===== src/rtl/ssa_pkg.sv =====
// Shared types, codes and sizes for the sparse symmetric scatter-add block.
// No dependencies; used by every module of the block.
package ssa_pkg;

   localparam int DofDepth   = 4096;
   localparam int EqDepth    = 4096;
   localparam int NzDepth    = 65536;
   localparam int DofAw      = $clog2(DofDepth);
   localparam int EqAw       = $clog2(EqDepth + 1);
   localparam int NzAw       = $clog2(NzDepth);
   localparam int QueueDepth = 2;

   localparam int ReqDataW = 128;
   localparam int RspDataW = 112;

   localparam logic [2:0] CMD_DOF_WR = 3'd0;
   localparam logic [2:0] CMD_COL_WR = 3'd1;
   localparam logic [2:0] CMD_ROW_WR = 3'd2;
   localparam logic [2:0] CMD_ACCUM  = 3'd3;
   localparam logic [2:0] CMD_READ   = 3'd4;
   localparam logic [2:0] CMD_VAL_WR = 3'd5;

   localparam logic [2:0] ST_DONE        = 3'd0;
   localparam logic [2:0] ST_LOWER       = 3'd1;
   localparam logic [2:0] ST_CONSTRAINED = 3'd2;
   localparam logic [2:0] ST_NO_POS      = 3'd3;
   localparam logic [2:0] ST_SATURATED   = 3'd4;

   localparam logic [16:0] CONSTRAINED_WORD = 17'h1FFFF;

   typedef enum logic [2:0] {
      OP_IMMEDIATE,
      OP_COL_WR,
      OP_ROW_WR,
      OP_ACCUM,
      OP_READ,
      OP_VAL_WR
   } op_type;

   // one classified word between front and back
   typedef struct packed {
      op_type             op;
      logic [2:0]         status;
      logic [15:0]        addr;
      logic [16:0]        data;
      logic [12:0]        eq_r;
      logic [12:0]        eq_c;
      logic signed [31:0] vre;
      logic signed [31:0] vim;
   } entry_type;

   typedef struct packed {
      logic push;
      logic pop;
   } q_ctrl_type;

   typedef struct packed {
      logic       full;
      logic       empty;
      logic [1:0] count;
   } q_stat_type;

   typedef struct packed {
      logic clearing;
   } back_stat_type;

endpackage


===== src/rtl/ssa_queue.sv =====
// Short queue of classified words between front and back.
// Depends on ssa_pkg.
module ssa_queue (
   input  logic                 clock,
   input  logic                 reset,
   input  ssa_pkg::q_ctrl_type  ctrl,
   input  ssa_pkg::entry_type   wr_entry,
   output ssa_pkg::entry_type   rd_entry,
   output ssa_pkg::q_stat_type  stat
);
   import ssa_pkg::*;

   localparam int PtrW = $clog2(QueueDepth);

   entry_type              slot_ff [QueueDepth];
   logic [PtrW-1:0]        wptr_ff;
   logic [PtrW-1:0]        wptr_in;
   logic [PtrW-1:0]        rptr_ff;
   logic [PtrW-1:0]        rptr_in;
   logic [PtrW:0]          count_ff;
   logic [PtrW:0]          count_in;

   assign rd_entry   = slot_ff[rptr_ff];
   assign stat.full  = count_ff == (PtrW+1)'(QueueDepth);
   assign stat.empty = count_ff == '0;
   assign stat.count = 2'(count_ff);

   // advance pointers and count
   always_comb begin
      wptr_in  = ctrl.push ? PtrW'(wptr_ff + 1'b1) : wptr_ff;
      rptr_in  = ctrl.pop ? PtrW'(rptr_ff + 1'b1) : rptr_ff;
      count_in = count_ff;
      if (ctrl.push && !ctrl.pop) count_in = count_ff + 1'b1;
      if (ctrl.pop && !ctrl.push) count_in = count_ff - 1'b1;
   end

   always_ff @(posedge clock) begin
      if (reset) begin
         wptr_ff  <= '0;
         rptr_ff  <= '0;
         count_ff <= '0;
      end else begin
         wptr_ff  <= wptr_in;
         rptr_ff  <= rptr_in;
         count_ff <= count_in;
      end
      if (ctrl.push) slot_ff[wptr_ff] <= wr_entry;
   end

endmodule


===== config.mk =====
export PLATFORM = sky130hd
export DESIGN_NAME = ssa_queue
export DESIGN_NICKNAME = d
export VERILOG_FILES = /design/src/rtl/ssa_pkg.sv /design/src/rtl/ssa_queue.sv
export SDC_FILE = /design/constraint.sdc
export NUM_CORES = 1
export LEC_CHECK = 0
export ABC_AREA = 1
export BUFFER_PORTS_ARGS = -buffer_cell sky130_fd_sc_hd__buf_2
export CAP_MARGIN = 20
export CORE_MARGIN = 2
export CORE_UTILIZATION = 28
export DETAILED_ROUTE_END_ITERATION = 6
export GPL_ROUTABILITY_DRIVEN = 0
export PLACE_DENSITY = 0.59
export SETUP_SLACK_MARGIN = 0.4
export SLEW_MARGIN = 30
export SYNTH_ARGS = -nofsm -noshare
export SYNTH_HDL_FRONTEND = slang
export SYNTH_SLANG_ARGS = --single-unit

===== constraint.sdc =====
create_clock -name clock -period 21.6 [get_ports clock]
set_input_delay 4.32 -clock clock [delete_from_list [all_inputs] [get_ports clock]]
set_output_delay 4.32 -clock clock [all_outputs]
set_load 0.005 [all_outputs]

Word-level counts from Yosys, hierarchy flattened
Memory sizes are Yosys's and may differ from the RTL's. A register that Yosys moved wholly into a read port is not among the register bits.
Cells that the tools add are included.
{"block": "totals", "ff_bits": 4, "ram_bits": 258, "output_inout_bits": 133, "mem_count": 1}
{"block": "op_classes", "add_sub_neg": 4, "n_eq_ne": 1, "mux": 6, "reduce_logical": 6}
{"name": "slot_ff", "words": 2, "word_bits": 129, "rd": 1, "rd_clocked_by_memory_dff": 1, "write_ports": 1, "line_no": "ssa_queue.sv:15", "rtl": "entry_type slot_ff [QueueDepth];"}
{"op": "$mux W1", "count": 4}
{"op": "$mux W2", "count": 2}
{"op": "$add A1 B1 Y1 const B", "count": 2}
{"op": "$add A2 B1 Y2 const B", "count": 1}
{"op": "$eq A2 B2 Y1 const B", "count": 1}
{"op": "$logic_and A1 B1 Y1", "count": 2}
{"op": "$logic_not A1 Y1", "count": 2}
{"op": "$logic_not A2 Y1", "count": 1}
{"op": "$reduce_bool A2 Y1", "count": 1}
{"op": "$sub A2 B1 Y2 const B", "count": 1}

Longest topological paths before layout
{"block": "logic_depth", "ltp_word": 4, "mapped_depth": 7}

Least setup slack after synthesis
No wires, ideal clock.
{"block": "synth_path", "path_type": "input port to flip-flop", "startpoint": "input port ctrl[1] (netlist bit)", "endpoint": "memory slot_ff[0][0] (netlist bit), enable pin", "setup_ns": 0.622, "t_arrival_ns": 9.782, "required_ns": 20.978, "path_slack_ns": 11.196, "cell_stages": 2, "n_path_buf": 0, "cell_sequence": "inv_1 -> nor2_1"}
{"block": "synth_between", "elab_chain_len": 2}
{"element": "start: declaration", "line_no": "ssa_queue.sv:6", "rtl": "input ssa_pkg::q_ctrl_type ctrl,"}
{"element": "$mux W1", "line_no": "ssa_queue.sv:47", "rtl": "if (ctrl.push) slot_ff[wptr_ff] <= wr_entry;"}
{"element": "$mux W1 (not written as such)", "line_no": "ssa_queue.sv:47"}
{"element": "end: declaration", "line_no": "ssa_queue.sv:15"}
Every way passes these cells.

==> impl_results.html <==
<table>
<tr><th>Metric</th><th>Value</th></tr>
<tr><th colspan="2">Outcome</th></tr>
<tr><td>Status</td><td>complete, no violations</td></tr>
<tr><th colspan="2">Logic synthesis</th></tr>
<tr><td>Net count of the mapped netlist</td><td>568</td></tr>
<tr><td>Number of storage elements in the synthesis netlist</td><td>263</td></tr>
<tr><td>Largest area contributor in the netlist</td><td>edfxtp_1</td></tr>
<tr><td>Count of different cell masters after synthesis</td><td>14</td></tr>
<tr><td>Total standard cell area after synthesis</td><td>9580 µm²</td></tr>
<tr><td>Mean post-synth cell area</td><td>22.1 µm²</td></tr>
<tr><td>Synthesized instance count</td><td>434</td></tr>
<tr><td>Warning count from the yosys run</td><td>0</td></tr>
<tr><td>Area fraction of the dominant cell type after synthesis</td><td>80.9%</td></tr>
<tr><td>Sequential fraction of the synthesis area</td><td>81.9%</td></tr>
<tr><td>Synth area leaders</td><td>edfxtp_1 (81%), mux2_2 (15%), buf_6 (1.5%)</td></tr>
<tr><th colspan="2">GRT</th></tr>
<tr><td>Total congestion overflow</td><td>0</td></tr>
<tr><td>Pin count of the biggest net entering global routing</td><td>80</td></tr>
<tr><td>Met1 usage in global routing</td><td>12.5%</td></tr>
<tr><td>Global-route wire length before repair</td><td>28.3 mm</td></tr>
<tr><td>Global-route layer with the greatest usage</td><td>met2</td></tr>
<tr><td>Combined global-route utilization of all metal layers</td><td>10.2%</td></tr>
<tr><td>Routing usage on met2</td><td>17.2%</td></tr>
<tr><td>GR Util met3</td><td>2.63%</td></tr>
<tr><td>Initial antenna violation count</td><td>2</td></tr>
<tr><td>Via count of the first global-routing pass</td><td>4964</td></tr>
<tr><th colspan="2">Placed design</th></tr>
<tr><td>Number of I/O port buffers</td><td>265</td></tr>
<tr><td>Worst slack at placement</td><td>14.81 ns</td></tr>
<tr><td>DP HPWL</td><td>12.4 mm</td></tr>
<tr><th colspan="2">Final layout</th></tr>
<tr><td>Highest-count cells in the layout ignoring fill and taps</td><td>buf_2 (265), edfxtp_1 (258), mux2_2 (129)</td></tr>
<tr><td>Share of final-layout standard cells stronger than drive strength 1</td><td>59.5%</td></tr>
<tr><td>Area taken by flip-flops and latches</td><td>7850 µm²</td></tr>
<tr><td>Number of inserted filler cells in the final layout</td><td>3232</td></tr>
<tr><td>Multi-input gate area in the final layout</td><td>1560 µm²</td></tr>
<tr><td>Area grow syn2layout</td><td>27.8%</td></tr>
<tr><td>Number of nets in the final layout</td><td>855</td></tr>
<tr><td>N_diodes</td><td>0</td></tr>
<tr><td>Most common cell after layout, fill and taps aside</td><td>buf_2</td></tr>
<tr><th colspan="2">CTS</th></tr>
<tr><td>Number of instances resized during post-cts repair</td><td>0</td></tr>
<tr><td>Maximum number of buffers from clock root to sink</td><td>3</td></tr>
<tr><td>CTS Sinks</td><td>263</td></tr>
<tr><td>Clock latency of the later-clocked register in the worst-skew pair</td><td>0.53 ns</td></tr>
<tr><td>Post-CTS Hold Fix Bufs</td><td>0</td></tr>
<tr><td>Number of CTS-inserted buffers</td><td>28</td></tr>
<tr><td>Clock transition at the registers of the reported paths</td><td>0.06 ns</td></tr>
<tr><td>Count of H-tree levels built during CTS</td><td>1</td></tr>
<tr><td>CTS tree</td><td>done</td></tr>
<tr><td>Setup bufs post-CTS</td><td>0</td></tr>
<tr><td>CTS Root Cell</td><td>clkbuf_16</td></tr>
<tr><th colspan="2">Floorplan</th></tr>
<tr><td>Die Footprint</td><td>35700 µm²</td></tr>
<tr><td>Horiz. Die Dim</td><td>189 µm</td></tr>
<tr><td>Height of the die</td><td>189 µm</td></tr>
<tr><td>Area inside the core boundary</td><td>33600 µm²</td></tr>
<tr><td>Number of core rows</td><td>67</td></tr>
<tr><td>Number of top-level pins</td><td>266</td></tr>
<tr><td>Starting density of the core</td><td>28.5%</td></tr>
<tr><th colspan="2">Routing</th></tr>
<tr><td>Iteration-0 DRC Markers</td><td>209</td></tr>
<tr><td>Via total after detailed routing</td><td>4915</td></tr>
<tr><td>Post-detailed-route DRC marker count</td><td>0</td></tr>
<tr><td>Detailed-router iteration count before antenna repair</td><td>4</td></tr>
<tr><td>Wirelength, routed</td><td>19.1 mm</td></tr>
<tr><td>Routed wirelength normalized by instance count</td><td>16.1 µm</td></tr>
<tr><td>Mean number of vias per cell</td><td>4.14</td></tr>
<tr><td>Routed Antenna Nets</td><td>0</td></tr>
<tr><th colspan="2">Power and ir drop</th></tr>
<tr><td>Power density normalized to cell area</td><td>93.1 nW/µm²</td></tr>
<tr><td>Peak supply drop</td><td>0.0000668 V</td></tr>
<tr><td>Leakage</td><td>4.52 nW</td></tr>
<tr><th colspan="2">Worst setup path</th></tr>
<tr><td>Delay of the slowest cell on the worst path</td><td>0.70 ns</td></tr>
<tr><td>Critical path's top delay family</td><td>buffers and inverters</td></tr>
<tr><td>Startpoint types</td><td>flop</td></tr>
<tr><td>Critical Setup Path Class</td><td>reg -&gt; out</td></tr>
<tr><td>Endpoint type of the worst setup path</td><td>primary output</td></tr>
<tr><td>Cell with the biggest individual delay on the critical path</td><td>buf_4</td></tr>
<tr><td>Required time worst endpoint</td><td>17.28 ns</td></tr>
<tr><td>Cells along the critical path</td><td>buf_4 &gt; mux2_2 &gt; buf_2</td></tr>
<tr><td>Worst path bufs/invs</td><td>2</td></tr>
<tr><td>Worst-path fanout max</td><td>62</td></tr>
<tr><td>Data arrival time of the critical path</td><td>2.48 ns</td></tr>
<tr><th colspan="2">Timing</th></tr>
<tr><td>Minimum setup slack in the final design</td><td>14.80 ns</td></tr>
<tr><td>Skew final</td><td>0.00699 ns</td></tr>
<tr><td>Unrepaired setup endpoints after global routing</td><td>no</td></tr>
<tr><td>Actual transition at the worst max-transition pin</td><td>0.862 ns</td></tr>
<tr><td>Number of failing hold endpoints at the final stage</td><td>0</td></tr>
<tr><td>Max Transition Viols Final</td><td>0</td></tr>
<tr><td>Final worst path period share</td><td>31.5%</td></tr>
<tr><td>Number of failing setup endpoints in the final timing report</td><td>0</td></tr>
<tr><td>Max Clock Freq</td><td>0.147 GHz</td></tr>
<tr><td>Worst max-slew margin expressed relative to the limit</td><td>42.5%</td></tr>
<tr><td>Total Negative Setup Slacks</td><td>0 ns</td></tr>
<tr><td>Time the final worst path needs with I/O delays and setup</td><td>6.80 ns</td></tr>
<tr><th colspan="2">Flow run</th></tr>
<tr><td>Max-cap viol count</td><td>0</td></tr>
<tr><th colspan="2">Worst hold path</th></tr>
<tr><td>Path category of the worst min-delay check</td><td>reg -&gt; reg</td></tr>
</table>
[tightest hold or removal path, delay by kind of cell (launching register included)]
kind                      cells  cell delay [ns]
DFF                           1             0.32
xor gates and xnor gates      1             0.09
and+or+nand+nor               1             0.08
[final cells by class]
cell class,count,share of cell area [%]
Tap cell,448,4.58
Sequential cell,263,64.2
Inverter,7,0.256
Clock buffer,33,6.05
Timing Repair Buffer,271,11.4
Clock inverter,16,0.828
Multi-Input combinational cell,150,12.7
[cell usage after synthesis]
cell,number
dfxtp_1,5
nor2_1,10
edfxtp_1,258
a21oi_1,1
o21ai_0,1
ha_1,1
mux2_2,129
nor3_1,1
buf_6,13
xnor2_1,1
nand2_1,5
buf_2,1
inv_1,7
nand4_1,1
[logic make-up (layout without fill, tap and decap cells)]
kind of cell | count (synthesis) | in the layout | share of synthesized area (%)
flops | 263 | 263 | 81.9
mux | 129 | 129 | 15.2
buf+inv | 21 | 327 | 1.86
simple gates | 17 | 17 | 0.706
compound gates | 2 | 2 | 0.104
fa+ha+maj | 1 | 1 | 0.131
xor+xnor | 1 | 1 | 0.0915
[flip-flops by register name, summed over array words and instances (netlist names), named ones only]
signal / cells
slot_ff: 258
count_ff: 2
rptr_ff: 1
wptr_ff: 1
[path summary, 6_finish.rpt]
path | slack [ns] | endpoint | start | cells past startpoint
setup / recovery | 14.80 | rd_entry[122] | flop | 3
hold / removal | 0.52 | rptr_ff | rptr_ff | 2
setup reg to reg | 19.28 | slot_ff[1][126] | wptr_ff | 3
hold reg to reg | 0.52 | rptr_ff | rptr_ff | 2
[stage by stage]
stage / instance area [µm²] / util (%) / power [mW] / hold slack [ns] / std cells
finish: 12200 / 36.4 / 1.14 / 0.521 / 1188
global route: 12200 / 36.4 / 1.18 / 0.579 / 1188
CTS: 12200 / 36.3 / 1.16 / 0.526 / 1187
detailed placement: 11400 / 33.8 / 0.715 / 0.508 / 1138
global placement: 11400 / 33.8 / 0.712 / 0.497 / 1138
floorplan: 9580 / - / 0.667 / 0.480 / 434
[report_power, final]
| group | leakage [nW] | internal [mW] | switching (mW) |
|---|---|---|---|
| Clock | 0.413 | 0.254 | 0.183 |
| Combinational | 1.64 | 0.0526 | 0.0500 |
| Sequential | 2.46 | 0.591 | 0.00770 |
| Total | 4.52 | 0.898 | 0.241 |
[layer usage]
layer / routed length, µm / up-vias
li1: - / 2287
met3: 1200 / 40
met1: 7930 / 2420
met2: 9310 / 166
met5: 13 / -
met4: 672 / 2
(Power assumes the default switching activity.)
